<file path="config.mk">
export PLATFORM = sky130hd
export DESIGN_NAME = ipv4_packet_filter_unit
export DESIGN_NICKNAME = d
export VERILOG_FILES = /design/src/sv/ipf_pkg.sv /design/src/sv/ipv4_packet_filter_unit.sv /design/src/sv/ipf_cfg_regs.sv /design/src/sv/ipf_in_reg.sv /design/src/sv/ipf_core.sv /design/src/sv/ipf_out_reg.sv
export SDC_FILE = /design/constraint.sdc
export NUM_CORES = 1
export LEC_CHECK = 0
export ABC_AREA = 1
export BUFFER_PORTS_ARGS = -buffer_cell sky130_fd_sc_hd__buf_2
export CORE_MARGIN = 3
export CORE_UTILIZATION = 25
export DETAILED_ROUTE_END_ITERATION = 8
export SLEW_MARGIN = 5
export SYNTH_ARGS = -nofsm -noshare
export SYNTH_HDL_FRONTEND = slang
export SYNTH_SLANG_ARGS = --single-unit
</file>
<file path="constraint.sdc">
create_clock -name clk -period 6.3 [get_ports clk]
set_input_delay 0.315 -clock clk [delete_from_list [all_inputs] [get_ports clk]]
set_output_delay 0.315 -clock clk [all_outputs]
set_load 0.03 [all_outputs]
</file>
<file path="src/sv/ipf_pkg.sv">
// ipf_pkg: shared types, constants and codes of the IPv4 packet filter.
// No dependencies; imported by every ipf module and the top level.
package ipf_pkg;

  localparam int MAX_PACKET = 2048;
  localparam int WORD_BYTES = 8;
  localparam int WORD_LIMIT = (WORD_BYTES < 8) ? WORD_BYTES : 8;
  localparam int BC_W       = $clog2(MAX_PACKET + 1);

  localparam logic [7:0] PROTO_ICMP        = 8'd1;
  localparam logic [7:0] PROTO_TCP         = 8'd6;
  localparam logic [7:0] PROTO_UDP         = 8'd17;
  localparam logic [7:0] ICMP_ECHO_REQUEST = 8'd8;

  localparam logic [31:0] BLOCKED_ADDR_RST = 32'h0A00_0032;  // 10.0.0.50
  localparam logic [63:0] WORD_A_RST       = 64'h006F_6C75_636C_6143;  // "Calculo"
  localparam logic [3:0]  WORD_A_LEN_RST   = 4'd7;
  localparam logic [63:0] WORD_B_RST       = 64'h0000_0000_0000_4D44;  // "DM"
  localparam logic [3:0]  WORD_B_LEN_RST   = 4'd2;

  typedef enum logic [2:0] {
    CFG_BLOCKED_ADDR = 3'd0,
    CFG_WORD_A       = 3'd1,
    CFG_WORD_A_LEN   = 3'd2,
    CFG_WORD_B       = 3'd3,
    CFG_WORD_B_LEN   = 3'd4
  } cfg_index_t;

  typedef enum logic [2:0] {
    VERDICT_PASS       = 3'd0,
    VERDICT_BLOCK_ADDR = 3'd1,
    VERDICT_BLOCK_WORD = 3'd2,
    VERDICT_TOO_SHORT  = 3'd3,
    VERDICT_ECHO_REQ   = 3'd4
  } verdict_t;

  typedef struct packed {
    logic [31:0] blocked_addr;
    logic [63:0] word_a;
    logic [3:0]  word_a_len;
    logic [63:0] word_b;
    logic [3:0]  word_b_len;
  } cfg_t;

  typedef struct packed {
    logic [7:0] data_byte;
    logic       last;
  } item_t;

  typedef struct packed {
    verdict_t        verdict;
    logic [7:0]      protocol_number;
    logic [31:0]     source_addr;
    logic [31:0]     dest_addr;
    logic [BC_W-1:0] packet_bytes;
    logic [15:0]     echo_ident;
    logic [15:0]     echo_sequence;
  } result_t;

endpackage

</file>
<file path="src/sv/ipv4_packet_filter_unit.sv">
// ipv4_packet_filter_unit: top level of the IPv4 packet filter.
// Depends on ipf_pkg, ipf_cfg_regs, ipf_in_reg, ipf_core, ipf_out_reg.
//
//   channel  | handshake            | payload
//   ---------+----------------------+-------------------------------------------
//   in       | in_valid / in_ready  | data_byte, end_of_packet
//   out      | out_valid/ out_ready | verdict, protocol_number, source_addr,
//            |                      | dest_addr, packet_bytes, echo_ident/sequence
//   cfg      | cfg_valid/ cfg_ready | cfg_index, cfg_data
//
// One byte per cycle unless a final byte waits on a full result register; the
// verdict is loaded into the result register as the final byte leaves the input
// register. The parser between them is combinational and updates all packet
// state. Reset is synchronous and clears all packet state. Only a final byte
// waits on a full result register; others flow on. cfg_ready is always high.
module ipv4_packet_filter_unit
  import ipf_pkg::*;
(
  input  logic        clk,
  input  logic        rst,
  input  logic        in_valid,
  output logic        in_ready,
  input  logic [7:0]  data_byte,
  input  logic        end_of_packet,
  output logic        out_valid,
  input  logic        out_ready,
  output logic [2:0]  verdict,
  output logic [7:0]  protocol_number,
  output logic [31:0] source_addr,
  output logic [31:0] dest_addr,
  output logic [11:0] packet_bytes,
  output logic [15:0] echo_ident,
  output logic [15:0] echo_sequence,
  input  logic        cfg_valid,
  output logic        cfg_ready,
  input  logic [2:0]  cfg_index,
  input  logic [63:0] cfg_data
);

  cfg_t    cfg;
  item_t   in_item;
  item_t   held_item;
  logic    held_valid;
  logic    advance;
  logic    slot_free;
  logic    res_valid;
  result_t res;
  result_t out_res;

  assign cfg_ready = 1'b1;
  assign in_item   = '{data_byte: data_byte, last: end_of_packet};

  ipf_cfg_regs u_cfg (
    .clk      (clk),
    .rst      (rst),
    .wr_en    (cfg_valid && cfg_ready),
    .wr_index (cfg_index),
    .wr_data  (cfg_data),
    .cfg      (cfg)
  );

  ipf_in_reg u_in (
    .clk        (clk),
    .rst        (rst),
    .in_valid   (in_valid),
    .in_ready   (in_ready),
    .in_item    (in_item),
    .advance    (advance),
    .held_valid (held_valid),
    .held_item  (held_item)
  );

  ipf_core u_core (
    .clk        (clk),
    .rst        (rst),
    .cfg        (cfg),
    .held_valid (held_valid),
    .held_item  (held_item),
    .slot_free  (slot_free),
    .advance    (advance),
    .res_valid  (res_valid),
    .res        (res)
  );

  ipf_out_reg u_out (
    .clk       (clk),
    .rst       (rst),
    .load      (res_valid),
    .load_res  (res),
    .out_ready (out_ready),
    .slot_free (slot_free),
    .out_valid (out_valid),
    .out_res   (out_res)
  );

  assign verdict         = out_res.verdict;
  assign protocol_number = out_res.protocol_number;
  assign source_addr     = out_res.source_addr;
  assign dest_addr       = out_res.dest_addr;
  assign packet_bytes    = 12'(out_res.packet_bytes);
  assign echo_ident      = out_res.echo_ident;
  assign echo_sequence   = out_res.echo_sequence;

  a_echo_fields_zero: assert property (@(posedge clk) disable iff (rst)
    out_valid && verdict != VERDICT_ECHO_REQ |-> echo_ident == 16'd0 && echo_sequence == 16'd0)
    else $error("echo fields set without echo verdict");

  a_echo_is_icmp: assert property (@(posedge clk) disable iff (rst)
    out_valid && verdict == VERDICT_ECHO_REQ |-> protocol_number == PROTO_ICMP)
    else $error("echo verdict on non-ICMP packet");

  a_short_proto: assert property (@(posedge clk) disable iff (rst)
    out_valid && verdict == VERDICT_TOO_SHORT |->
      protocol_number == PROTO_ICMP || protocol_number == PROTO_TCP ||
      protocol_number == PROTO_UDP)
    else $error("too-short verdict on unchecked protocol");

  a_nonempty: assert property (@(posedge clk) disable iff (rst)
    out_valid |-> packet_bytes != 12'd0)
    else $error("verdict for empty packet");

endmodule

</file>
<file path="src/sv/ipf_cfg_regs.sv">
// ipf_cfg_regs: configuration register file of the packet filter.
// Depends on ipf_pkg.
module ipf_cfg_regs
  import ipf_pkg::*;
(
  input  logic        clk,
  input  logic        rst,
  input  logic        wr_en,
  input  logic [2:0]  wr_index,
  input  logic [63:0] wr_data,
  output cfg_t        cfg
);

  always_ff @(posedge clk) begin
    if (rst) begin
      cfg.blocked_addr <= BLOCKED_ADDR_RST;
      cfg.word_a       <= WORD_A_RST;
      cfg.word_a_len   <= WORD_A_LEN_RST;
      cfg.word_b       <= WORD_B_RST;
      cfg.word_b_len   <= WORD_B_LEN_RST;
    end else if (wr_en) begin
      case (wr_index)
        CFG_BLOCKED_ADDR: cfg.blocked_addr <= wr_data[31:0];
        CFG_WORD_A:       cfg.word_a       <= wr_data;
        CFG_WORD_A_LEN:   cfg.word_a_len   <= wr_data[3:0];
        CFG_WORD_B:       cfg.word_b       <= wr_data;
        CFG_WORD_B_LEN:   cfg.word_b_len   <= wr_data[3:0];
        default: ;
      endcase
    end
  end

endmodule

</file>
<file path="src/sv/ipf_in_reg.sv">
// ipf_in_reg: input register holding one packet byte for the parser.
// Depends on ipf_pkg.
module ipf_in_reg
  import ipf_pkg::*;
(
  input  logic  clk,
  input  logic  rst,
  input  logic  in_valid,
  output logic  in_ready,
  input  item_t in_item,
  input  logic  advance,
  output logic  held_valid,
  output item_t held_item
);

  assign in_ready = !held_valid || advance;

  always_ff @(posedge clk) begin
    if (rst) begin
      held_valid <= 1'b0;
    end else if (in_ready) begin
      held_valid <= in_valid;
    end
  end

  always_ff @(posedge clk) begin
    if (in_valid && in_ready) begin
      held_item <= in_item;
    end
  end

endmodule

</file>
<file path="src/sv/ipf_core.sv">
// ipf_core: per-packet header capture, payload word search and verdict.
// Depends on ipf_pkg.
module ipf_core
  import ipf_pkg::*;
(
  input  logic    clk,
  input  logic    rst,
  input  cfg_t    cfg,
  input  logic    held_valid,
  input  item_t   held_item,
  input  logic    slot_free,
  output logic    advance,
  output logic    res_valid,
  output result_t res
);

  logic [BC_W-1:0] byte_count;
  logic [5:0]      hdr_len;
  logic [7:0]      proto_seen;
  logic [31:0]     src_seen;
  logic [31:0]     dst_seen;
  logic [6:0]      payload_offset;
  logic            payload_known;
  logic [7:0]      icmp_kind;
  logic [15:0]     ident_seen;
  logic [15:0]     seq_seen;
  logic [63:0]     window_bytes;
  logic            word_hit;

  logic [BC_W-1:0] byte_count_next;
  logic [5:0]      hdr_len_next;
  logic [7:0]      proto_next;
  logic [31:0]     src_next;
  logic [31:0]     dst_next;
  logic [6:0]      offset_next;
  logic            known_next;
  logic [7:0]      icmp_next;
  logic [15:0]     ident_next;
  logic [15:0]     seq_next;
  logic [63:0]     window_next;
  logic            hit_next;

  logic [BC_W-1:0] p;
  logic [BC_W-1:0] hdr_w;
  logic [7:0]      b;
  logic            capture;
  logic            is_echo;

  function automatic logic word_match(
    input logic [63:0]     window,
    input logic [63:0]     word,
    input logic [3:0]      len,
    input logic            known,
    input logic [6:0]      offset,
    input logic [BC_W-1:0] pos
  );
    logic [3:0]  lenc;
    logic [6:0]  sh;
    logic [63:0] mask;
    logic        reach;
    lenc  = (len > 4'(WORD_LIMIT)) ? 4'(WORD_LIMIT) : len;
    sh    = 7'd64 - {lenc, 3'b000};
    mask  = {64{1'b1}} >> sh;
    reach = ((BC_W+1)'(pos) + (BC_W+1)'(1)) >=
            ((BC_W+1)'(offset) + (BC_W+1)'(lenc));
    return (lenc != 4'd0) && known && reach &&
           (((window >> sh) & mask) == (word & mask));
  endfunction

  assign b       = held_item.data_byte;
  assign p       = byte_count;
  assign capture = p < BC_W'(MAX_PACKET);
  assign advance = held_valid && (!held_item.last || slot_free);

  always_comb begin
    hdr_len_next = hdr_len;
    proto_next   = proto_seen;
    src_next     = src_seen;
    dst_next     = dst_seen;
    icmp_next    = icmp_kind;
    ident_next   = ident_seen;
    seq_next     = seq_seen;
    offset_next  = payload_offset;
    known_next   = payload_known;
    byte_count_next = byte_count;
    if (capture && p == '0) begin
      hdr_len_next = {b[3:0], 2'b00};
    end
    hdr_w = BC_W'(hdr_len_next);
    if (capture) begin
      if (p == BC_W'(9)) begin
        proto_next = b;
        if (b == PROTO_UDP) begin
          offset_next = 7'(hdr_len_next) + 7'd8;
          known_next  = 1'b1;
        end
      end
      if (p >= BC_W'(12) && p <= BC_W'(15)) src_next = {src_seen[23:0], b};
      if (p >= BC_W'(16) && p <= BC_W'(19)) dst_next = {dst_seen[23:0], b};
      if (p == hdr_w) icmp_next = b;
      if (p == hdr_w + BC_W'(4) || p == hdr_w + BC_W'(5)) ident_next = {ident_seen[7:0], b};
      if (p == hdr_w + BC_W'(6) || p == hdr_w + BC_W'(7)) seq_next = {seq_seen[7:0], b};
      if (p == hdr_w + BC_W'(12) && proto_next == PROTO_TCP) begin
        offset_next = 7'(hdr_len_next) + 7'({b[7:4], 2'b00});
        known_next  = 1'b1;
      end
      byte_count_next = p + BC_W'(1);
    end
    window_next = {b, window_bytes[63:8]};
    hit_next = word_hit ||
               word_match(window_next, cfg.word_a, cfg.word_a_len, known_next, offset_next, p) ||
               word_match(window_next, cfg.word_b, cfg.word_b_len, known_next, offset_next, p);
  end

  always_comb begin
    is_echo     = 1'b0;
    res.verdict = VERDICT_PASS;
    if (dst_next == cfg.blocked_addr) begin
      res.verdict = VERDICT_BLOCK_ADDR;
    end else if (proto_next == PROTO_ICMP) begin
      if (byte_count_next < hdr_w + BC_W'(8)) begin
        res.verdict = VERDICT_TOO_SHORT;
      end else if (icmp_next == ICMP_ECHO_REQUEST) begin
        res.verdict = VERDICT_ECHO_REQ;
        is_echo     = 1'b1;
      end
    end else if (proto_next == PROTO_TCP) begin
      if (byte_count_next < hdr_w + BC_W'(20)) res.verdict = VERDICT_TOO_SHORT;
      else if (hit_next) res.verdict = VERDICT_BLOCK_WORD;
    end else if (proto_next == PROTO_UDP) begin
      if (byte_count_next < hdr_w + BC_W'(8)) res.verdict = VERDICT_TOO_SHORT;
      else if (hit_next) res.verdict = VERDICT_BLOCK_WORD;
    end
    res.protocol_number = proto_next;
    res.source_addr     = src_next;
    res.dest_addr       = dst_next;
    res.packet_bytes    = byte_count_next;
    res.echo_ident      = is_echo ? ident_next : 16'd0;
    res.echo_sequence   = is_echo ? seq_next : 16'd0;
  end

  assign res_valid = advance && held_item.last;

  always_ff @(posedge clk) begin
    if (rst || (advance && held_item.last)) begin
      byte_count     <= '0;
      hdr_len        <= '0;
      proto_seen     <= '0;
      src_seen       <= '0;
      dst_seen       <= '0;
      payload_offset <= '0;
      payload_known  <= 1'b0;
      icmp_kind      <= '0;
      ident_seen     <= '0;
      seq_seen       <= '0;
      window_bytes   <= '0;
      word_hit       <= 1'b0;
    end else if (advance) begin
      byte_count     <= byte_count_next;
      hdr_len        <= hdr_len_next;
      proto_seen     <= proto_next;
      src_seen       <= src_next;
      dst_seen       <= dst_next;
      payload_offset <= offset_next;
      payload_known  <= known_next;
      icmp_kind      <= icmp_next;
      ident_seen     <= ident_next;
      seq_seen       <= seq_next;
      window_bytes   <= window_next;
      word_hit       <= hit_next;
    end
  end

endmodule

</file>
<file path="src/sv/ipf_out_reg.sv">
// ipf_out_reg: result register holding one verdict until it is taken.
// Depends on ipf_pkg.
module ipf_out_reg
  import ipf_pkg::*;
(
  input  logic    clk,
  input  logic    rst,
  input  logic    load,
  input  result_t load_res,
  input  logic    out_ready,
  output logic    slot_free,
  output logic    out_valid,
  output result_t out_res
);

  assign slot_free = !out_valid || out_ready;

  always_ff @(posedge clk) begin
    if (rst) begin
      out_valid <= 1'b0;
    end else if (slot_free) begin
      out_valid <= load;
    end
  end

  always_ff @(posedge clk) begin
    if (load && slot_free) begin
      out_res <= load_res;
    end
  end

endmodule

</file>
==> Word level (Yosys, flattened, before mapping) <==
Cells that the tools add are included.
{ "op_classes": {"n_lt_le_gt_ge": 11, "eq_ne": 20, "div": 0, "n_reduce_logical": 34, "multipliers": 0, "shift": 4, "addsub": 15, "n_mux": 37, "bitwise_logic": 4} }
{ "ops": {"columns": ["op", "n"], "rows": [
  ["64-bit bitwise AND", 4],
  ["64-bit equality test", 2],
  ["32-bit 2-to-1 mux", 4],
  ["64-bit by 7-bit >> shifter with 64-bit output", 2],
  ["64-bit by 7-bit >> shifter with 64-bit output, first input constant", 2],
  ["16-bit 2-to-1 mux", 4],
  ["12-bit equality test", 5],
  ["8-bit 2-to-1 mux", 5],
  ["32-bit equality test", 1],
  ["6-bit by 3-bit adder with 7-bit output, second input constant", 4],
  ["7-bit 2-to-1 mux", 4],
  ["13-bit >= comparator", 2],
  ["12-bit < comparator", 2],
  ["6-bit by 4-bit adder with 7-bit output, second input constant", 3],
  ["3-bit 2-to-1 mux", 7],
  ["7-bit by 4-bit adder with 8-bit output", 2],
  ["8-bit by 3-bit equality test with 1-bit output, second input constant", 2],
  ["8-bit by 5-bit equality test with 1-bit output, second input constant", 2],
  ["1-bit logical AND", 14],
  ["7-bit subtractor, first input constant", 2],
  ["12-bit by 1-bit adder with 13-bit output, second input constant", 1],
  ["12-bit by 1-bit adder with 12-bit output, second input constant", 1],
  ["12-bit by 4-bit equality test with 1-bit output, second input constant", 1],
  ["12-bit by 6-bit equality test with 1-bit output", 1],
  ["other kinds (24)", 48]
]} }
{ "totals": {"memories": 0, "latchBits": 0, "romBits": 0, "wordCells": 153, "reg_bits": 501, "ramBits": 0, "out_inout_bits": 122} }

==> Longest topological paths before layout <==
{ "logic_depth": {"word_depth": 19, "mapped_depth": 42, "ltp_nobuf": 42} }

==> Modules after synthesis <==
Synthesis repeated with hierarchy kept, for this count alone.
{ "hier_totals": {"hier_cells": 4509, "area_unflattened_um2": 29847.4} }
{ "by_module_without_submodules": {"columns": ["mod", "area_per_inst_um2", "cells_each", "instances", "seq_area_each_um2"], "rows": [
  ["ipf_core", 19297.3, 3421, 1, 3903.7],
  ["ipf_cfg_regs", 6600.1, 946, 1, 3363.2],
  ["ipf_out_reg", 3621.0, 125, 1, 3593.4],
  ["ipf_in_reg", 317.8, 15, 1, 290.3],
  ["ipv4_packet_filter_unit", 11.3, 2, 1, 0.0]
]} }

==> Least setup slack after synthesis <==
No wires, ideal clock.
{ "synth_timing": {"path_type": "reg2reg", "from": "reg u_core.byte_count[0]", "to": "reg, netlist name u_out.out_res[117]", "path_slack_ns": 1.068, "arrival_time_ns": 4.973, "n_path_buf": 0, "setup_ns": 0.260, "synth_period_minus_slack_ns": 5.232, "t_required_ns": 6.040, "path_stages_with_launch": 41, "path_cell_list": "dfxtp_1 inv_1 ha_1 nand2_2 nor2_8 nand2_8 nand2_4 nand2_4 inv_1 ha_1 xor2_1 nor2_1 nand3_1 nor2_1 nand3_1 nor2_1 nand3_2 inv_2 (+5 left out) ha_1 inv_1 fa_1 o211a_1 xor2_1 ha_1 a21oi_1 o21ai_0 o21ai_0 nand2_1 nand2_1 nand4_1 nor2_1 nor2_1 nand2_1 nand3_1 nand2_1 a21oi_1"} }
{ "synth_via": {"elab_chain_cells": 19, "word_cells_on_any_way": 56} }
{ "synth_lines": {"columns": ["item", "line_no", "text"], "rows": [
  ["start: declaration", "ipf_core.sv:17", "logic [BC_W-1:0] byte_count;"],
  ["start signal: assignment", "ipf_core.sv:159", "byte_count <= byte_count_next;"],
  ["12-bit < comparator / 12-bit zero test (equally long branches)", "ipf_core.sv:72, ipf_core.sv:86", null],
  ["1-bit logical AND", "ipf_core.sv:86", "if (capture && p == '0) begin"],
  ["6-bit 2-to-1 mux", "ipf_core.sv:86", null],
  ["6-bit by 4-bit adder with 7-bit output (on tied branches)", "ipf_core.sv:103, ipf_core.sv:94", null],
  ["12-bit equality test / 7-bit 2-to-1 mux (equally long branches)", "ipf_core.sv:103, ipf_core.sv:93", null],
  ["1-bit logical AND / 7-bit 2-to-1 mux (equally long branches)", "ipf_core.sv:103, ipf_core.sv:91", null],
  ["7-bit 2-to-1 mux", "ipf_core.sv:103", "if (p == hdr_w + BC_W'(12) && proto_next == PROTO_TCP) begin"],
  ["7-bit 2-to-1 mux *", "ipf_core.sv:90", "if (capture) begin"],
  ["via u_core.offset_next[0]", "ipf_core.sv:35", "logic [6:0] offset_next;"],
  ["(+2 left out)", null, null],
  ["1-bit logical AND (2 in a row)", "ipf_core.sv:66", "return (lenc != 4'd0) && known && reach &&"],
  ["1-bit logical OR", "ipf_core.sv:110", "hit_next = word_hit ||"],
  ["1-bit logical OR *", "ipf_core.sv:111", "word_match(window_next, cfg.word_a, cfg.word_a_len, known_next, offset_next, p) ||"],
  ["2-bit 2-to-1 mux *", "ipf_core.sv:129, ipf_core.sv:132", null],
  ["3-bit 2-to-1 mux", "ipf_core.sv:131", "if (byte_count_next < hdr_w + BC_W'(8)) res.verdict = VERDICT_TOO_SHORT;"],
  ["3-bit 2-to-1 mux", "ipf_core.sv:130", "end else if (proto_next == PROTO_UDP) begin"],
  ["3-bit 2-to-1 mux *", "ipf_core.sv:127", "end else if (proto_next == PROTO_TCP) begin"],
  ["3-bit 2-to-1 mux *", "ipf_core.sv:120", "end else if (proto_next == PROTO_ICMP) begin"]
]} }
Mark *: on every way through the listed nets, which the timed path passes. The rest lies on a longest branch. The select of a mux whose other input is x is not followed.
A chain may end at the register's enable or synchronous reset.

==> Final worst setup path <==
{ "layout_timing": {"from": "reg u_core.byte_count[1]", "to": "reg, netlist name u_out.out_res[117]"} }
{ "layout_via": {"elab_chain_cells": 19, "word_cells_on_any_way": 56} }
{ "layout_lines": {"columns": ["item", "line_no"], "rows": [
  ["12-bit < comparator / 12-bit zero test (equally long branches)", "ipf_core.sv:72, ipf_core.sv:86"],
  ["1-bit logical AND", "ipf_core.sv:86"],
  ["6-bit 2-to-1 mux", "ipf_core.sv:86"],
  ["6-bit by 4-bit adder with 7-bit output (on tied branches)", "ipf_core.sv:103, ipf_core.sv:94"],
  ["12-bit equality test / 7-bit 2-to-1 mux (equally long branches)", "ipf_core.sv:103, ipf_core.sv:93"],
  ["1-bit logical AND / 7-bit 2-to-1 mux (equally long branches)", "ipf_core.sv:103, ipf_core.sv:91"],
  ["7-bit 2-to-1 mux", "ipf_core.sv:103"],
  ["7-bit 2-to-1 mux *", "ipf_core.sv:90"],
  ["via u_core.offset_next[0]", "ipf_core.sv:35"],
  ["(+2 left out)", null],
  ["1-bit logical AND (2 in a row)", "ipf_core.sv:66"],
  ["1-bit logical OR", "ipf_core.sv:110"],
  ["1-bit logical OR *", "ipf_core.sv:111"],
  ["2-bit 2-to-1 mux *", "ipf_core.sv:129, ipf_core.sv:132"],
  ["3-bit 2-to-1 mux", "ipf_core.sv:131"],
  ["3-bit 2-to-1 mux", "ipf_core.sv:130"],
  ["3-bit 2-to-1 mux *", "ipf_core.sv:127"],
  ["3-bit 2-to-1 mux *", "ipf_core.sv:120"]
]} }
Marked as above.

==> results.md <==
- FILL cells: 12624
- WL/cell: 18.89 um
- I/O pin count: 203
- Launch instance of the worst register-to-register path: u_core.byte_count[1]$_SDFFE_PP0P_
- Largest cells by area after synthesis: dfxtp_1, nand2_1, edfxtp_1, nand3_1, inv_1
- DP Cell Count: about 6000
- Total number of vias: 29269
- Largest net degree at the start of global routing: 121
- GRT Util Overall: 0.1812
- Number of DRC markers after the initial detailed-route iteration: 3109
- H-Tree Depth: 2
- CTS buffer count: 56
- Setup TNS after final layout: 0 ns
- Primary flip-flop cell chosen by synthesis mapping: dfxtp_1
- Synthesized area per cell: 6.700 um^2
- MaxCap Viol Count: 0
- End-of-flow core utilization: 0.2958
- Fraction of synthesized cell area taken by the top area cell type: 0.2516
- Worst max-slew margin expressed relative to the limit: 0.1611
- Sum of routed wire length over all layers: 113.7 mm
- Post-layout nets: 4601
- Share of cells above drive strength 1: 0.1001
- Fin. max-slew vios: 0
- Startpoint class of the critical path: flop
- CP peak stage delay: 0.39 ns
- Cell type with the largest total area after synthesis: dfxtp_1
- Clock slew seen by the registers of the worst setup and hold paths: 0.07 ns
- Hold/Removal Path Class: in -> reg
- RSZ-0062 raised after global routing: no
- Standard-cell rows: about 120
- Leakage power: 15.11 nW
- Placeable core region: ~110000 um^2
- Final setup margin: roughly 0.55 ns
- Netlist Area Pre-Place: between 20000 and 30000 um^2
- Combined area of the multi-input logic cells: 14940 um^2
- Highest clock frequency the design can meet: 173.8 MHz
- Wire length of the first global-routing pass: 167.8 mm
- Final worst-path cycle share: 0.9132
- Final Skew: around 0.054 ns
- Yosys synthesis warning count: 0
- Min Tclk post-route: 5.753 ns
- Buffer levels on the longest clock path: 3
- Die H: 346.8 um
- Power Density: ~260 nW/um^2
- Final number of hold-violating endpoints: 0
- Combined flip-flop and latch cell area: ~11000 um^2
- Critical-path maximum fanout: 8
- Number of global-route vias before repair: 26397
- FF-to-FF End: u_out.out_res[117]$_SDFFCE_PN0P_
- Area of the die: 120300 um^2
- Arrival time worst endpoint: 6.16 ns
- Detail Placement HPWL: 83.11 mm
- Measured slew at the worst slew-check pin: 1.247 ns
- Share of synthesized area occupied by flip-flops and latches: 0.3840
- Status: completed
- Final weighted congestion of routability-driven global placement: 0.9954
- Count of input and output buffers: 201
- DRC violation count after routing: 0
- Total power draw: 8.737 mW
- Flip-flop and latch count after synthesis: 493
- Clock Root Buffer: clkbuf_16
- Required time at the endpoint of the critical path: 6.71 ns
- Remaining global-route overflow: 0
- Proportion of synthesized flip-flops having asynchronous set or reset: 0
- Final setup viols: 0
- Critical-path top delay cell: fa_1
- Synthesized Nets: 4476
- Starting density of the core: 0.2529
- Number of cells on the worst hold path: 3
- Post-Syn Instances: about 4300
- TritonCTS clock tree: yes
- Area of all placed cells without fillers: about 34000 um^2
- Number of standard cells in the layout, taps in and fillers out: 6021
- Worst Hold Launch: cfg_data[35]
- Maximum resistive drop on vdd: ~0.2 mV
- Antenna violation net count after detailed routing: 0
- Die width: 346.8 um
- Worst Setup Slack post-DPL: 0.5091 ns
- Worst Hold Endpoint: u_cfg.cfg[107]$_SDFFE_PP0P_
- Clock net sink count: 493
- Critical path capture point type: flop
- Number of iterations in the first detailed-routing pass: 6
- Clock latency of the later-clocked register in the worst-skew pair: 0.66 ns
- Tightest hold margin: 0.004568 ns
- Worst reg2reg path depth: 39
- Antenna violations before repair: 15
- Count of flip-flops with a built-in enable after synthesis: about 130
- DR vias/cell: just under 5
- Area added between synthesis and finish: 16.94%
- Type of the setup path with the least slack: reg -> reg
- Count of different cell masters after synthesis: 54
- Area post-placement: 31490 um^2
- Flop-to-flop setup slack: about 0.55 ns
==> what timing repair did <==
| item | 4_1_cts | 5_1_grt |
|---|---|---|
| setup endpoints to repair | 0 | 1 |
| hold buffers | 52 | 0 |
| buffers inserted | 0 | 0 |
| endpoints found under the hold margin | 68 | 0 |
| resized for setup | 0 | 2 |
==> flip-flops by register name (all words and copies together) (netlist names), 6 cells and up <==
name                   cells
u_cfg.cfg                168
u_out.out_res            119
u_core.window_bytes       56
u_core.dst_seen           32
u_core.src_seen           32
u_core.ident_seen         16
u_core.seq_seen           16
u_core.byte_count         12
u_in.held_item             9
u_core.icmp_kind           8
u_core.proto_seen          8
u_core.payload_offset      7
u_core.hdr_len             6
==> critical path, delay by kind of cell (launching register included) <==
kind / cells / cell delay (ns)
adders and majority gates: 5 / 1.39
buffers and inverters: 6 / 0.60
DFF: 1 / 0.38
xor gates and xnor gates: 2 / 0.32
and+or+nand+nor: 20 / 1.98
AOI/OAI and AO/OA: 6 / 0.81
==> layout make-up <==
| class | instances | area share |
|---|---|---|
| multi-input cells | 3068 | 0.4399 |
| flip-flops and latches | 493 | 0.3284 |
| clock buffers | 79 | 0.04562 |
| well taps | 1512 | 0.05571 |
| clock inverters | 24 | 0.01105 |
| repair buffers | 316 | 0.06072 |
| inverters | 524 | 0.05822 |
| diodes | 5 | 0.0003685 |
==> kinds of logic (layout without fill, tap and decap cells) <==
logic type                 count (synthesis)  count (layout)  share of synthesized area
DFF                                      493             493                     0.3840
and+or+nand+nor                         2222            2222                     0.3295
other                                      1               6                  0.0001291
adders and majority gates                 61              61                    0.02706
xor gates and xnor gates                  82              82                    0.02564
buffers and inverters                    773             943                     0.1034
AOI/OAI and AO/OA                        702             702                     0.1303
==> layout by cell type, fill, tap and decap left out, types with 4 or more instances in the layout <==
cell / netlist / final
ha_1: 58 / 56
nand3_1: 489 / 489
nand2_4: 6 / 8
o21ai_0: 329 / 329
inv_1: 507 / 505
nand2_2: 13 / 18
inv_2: 11 / 11
nand3b_1: 9 / 9
o211ai_1: 63 / 63
bufinv_16: 0 / 7
o21ai_1: 11 / 11
xor2_1: 60 / 60
o21a_1: 16 / 16
nand4_1: 92 / 92
clkbuf_8: 0 / 4
clkinv_1: 6 / 7
and2_1: 18 / 18
clkbuf_16: 0 / 57
clkinvlp_4: 0 / 4
dlygate4sd3_1: 0 / 52
buf_2: 29 / 201
xnor2_1: 20 / 20
nand2_1: 1173 / 1166
or2_2: 4 / 4
nor3_1: 18 / 18
a21oi_1: 265 / 265
nor2_2: 33 / 36
diode_2: 0 / 5
edfxtp_1: 128 / 128
nor2_1: 351 / 347
nor2_4: 4 / 5
buf_4: 3 / 58
clkbuf_1: 175 / 18
dfxtp_1: 365 / 365
buf_12: 0 / 5
clkinv_2: 0 / 6
==> cells in the mapped netlist, types with 9 or more instances <==
cell and instances:
nand2_2 13, buf_2 29, xor2_1 60, nand2_1 1173, dfxtp_1 365, nand4_1 92
nor2_1 351, nor3_1 18, edfxtp_1 128, ha_1 58, o211ai_1 63, xnor2_1 20
nor2_2 33, nand3b_1 9, a21oi_1 265, buf_1 34, inv_1 507, nand3_1 489
o21ai_0 329, o21ai_1 11, inv_2 11, clkbuf_1 175, and2_1 18, o21a_1 16
==> layer usage <==
metal  vias to the layer above  track usage  routed length [um]
met2                      1150       0.2810               49350
met3                       222      0.05675               11540
li1                      14306            -                   -
met5                         -            0                  87
met1                     13579       0.2362               48320
met4                        12      0.06617                4415
==> worst max-delay path by stage <==
stage	end	cells past startpoint	start	slack [ns]
6_report	u_out.out_res[117]$_SDFFCE_PN0P_	39	u_core.byte_count[1]$_SDFFE_PP0P_	0.55
3_3_place_gp	u_out.out_res[117]$_SDFFCE_PN0P_	39	u_core.byte_count[1]$_SDFFE_PP0P_	0.47
5_1_grt	u_out.out_res[117]$_SDFFCE_PN0P_	39	u_core.byte_count[1]$_SDFFE_PP0P_	0.02
3_5_place_dp	u_out.out_res[117]$_SDFFCE_PN0P_	39	u_core.byte_count[1]$_SDFFE_PP0P_	0.51
2_1_floorplan	u_out.out_res[117]$_SDFFCE_PN0P_	40	u_core.byte_count[0]$_SDFFE_PP0P_	1.07
4_1_cts	u_out.out_res[117]$_SDFFCE_PN0P_	39	u_core.byte_count[1]$_SDFFE_PP0P_	0.46
==> power breakdown <==
group | switching (mW) | internal (mW) | total [mW]
clock network | 1.45 | 2.02 | 3.46
logic | 1.27 | 0.545 | 1.82
registers | 0.0815 | 3.38 | 3.46
Note: power is estimated with default switching activity, not from simulation.
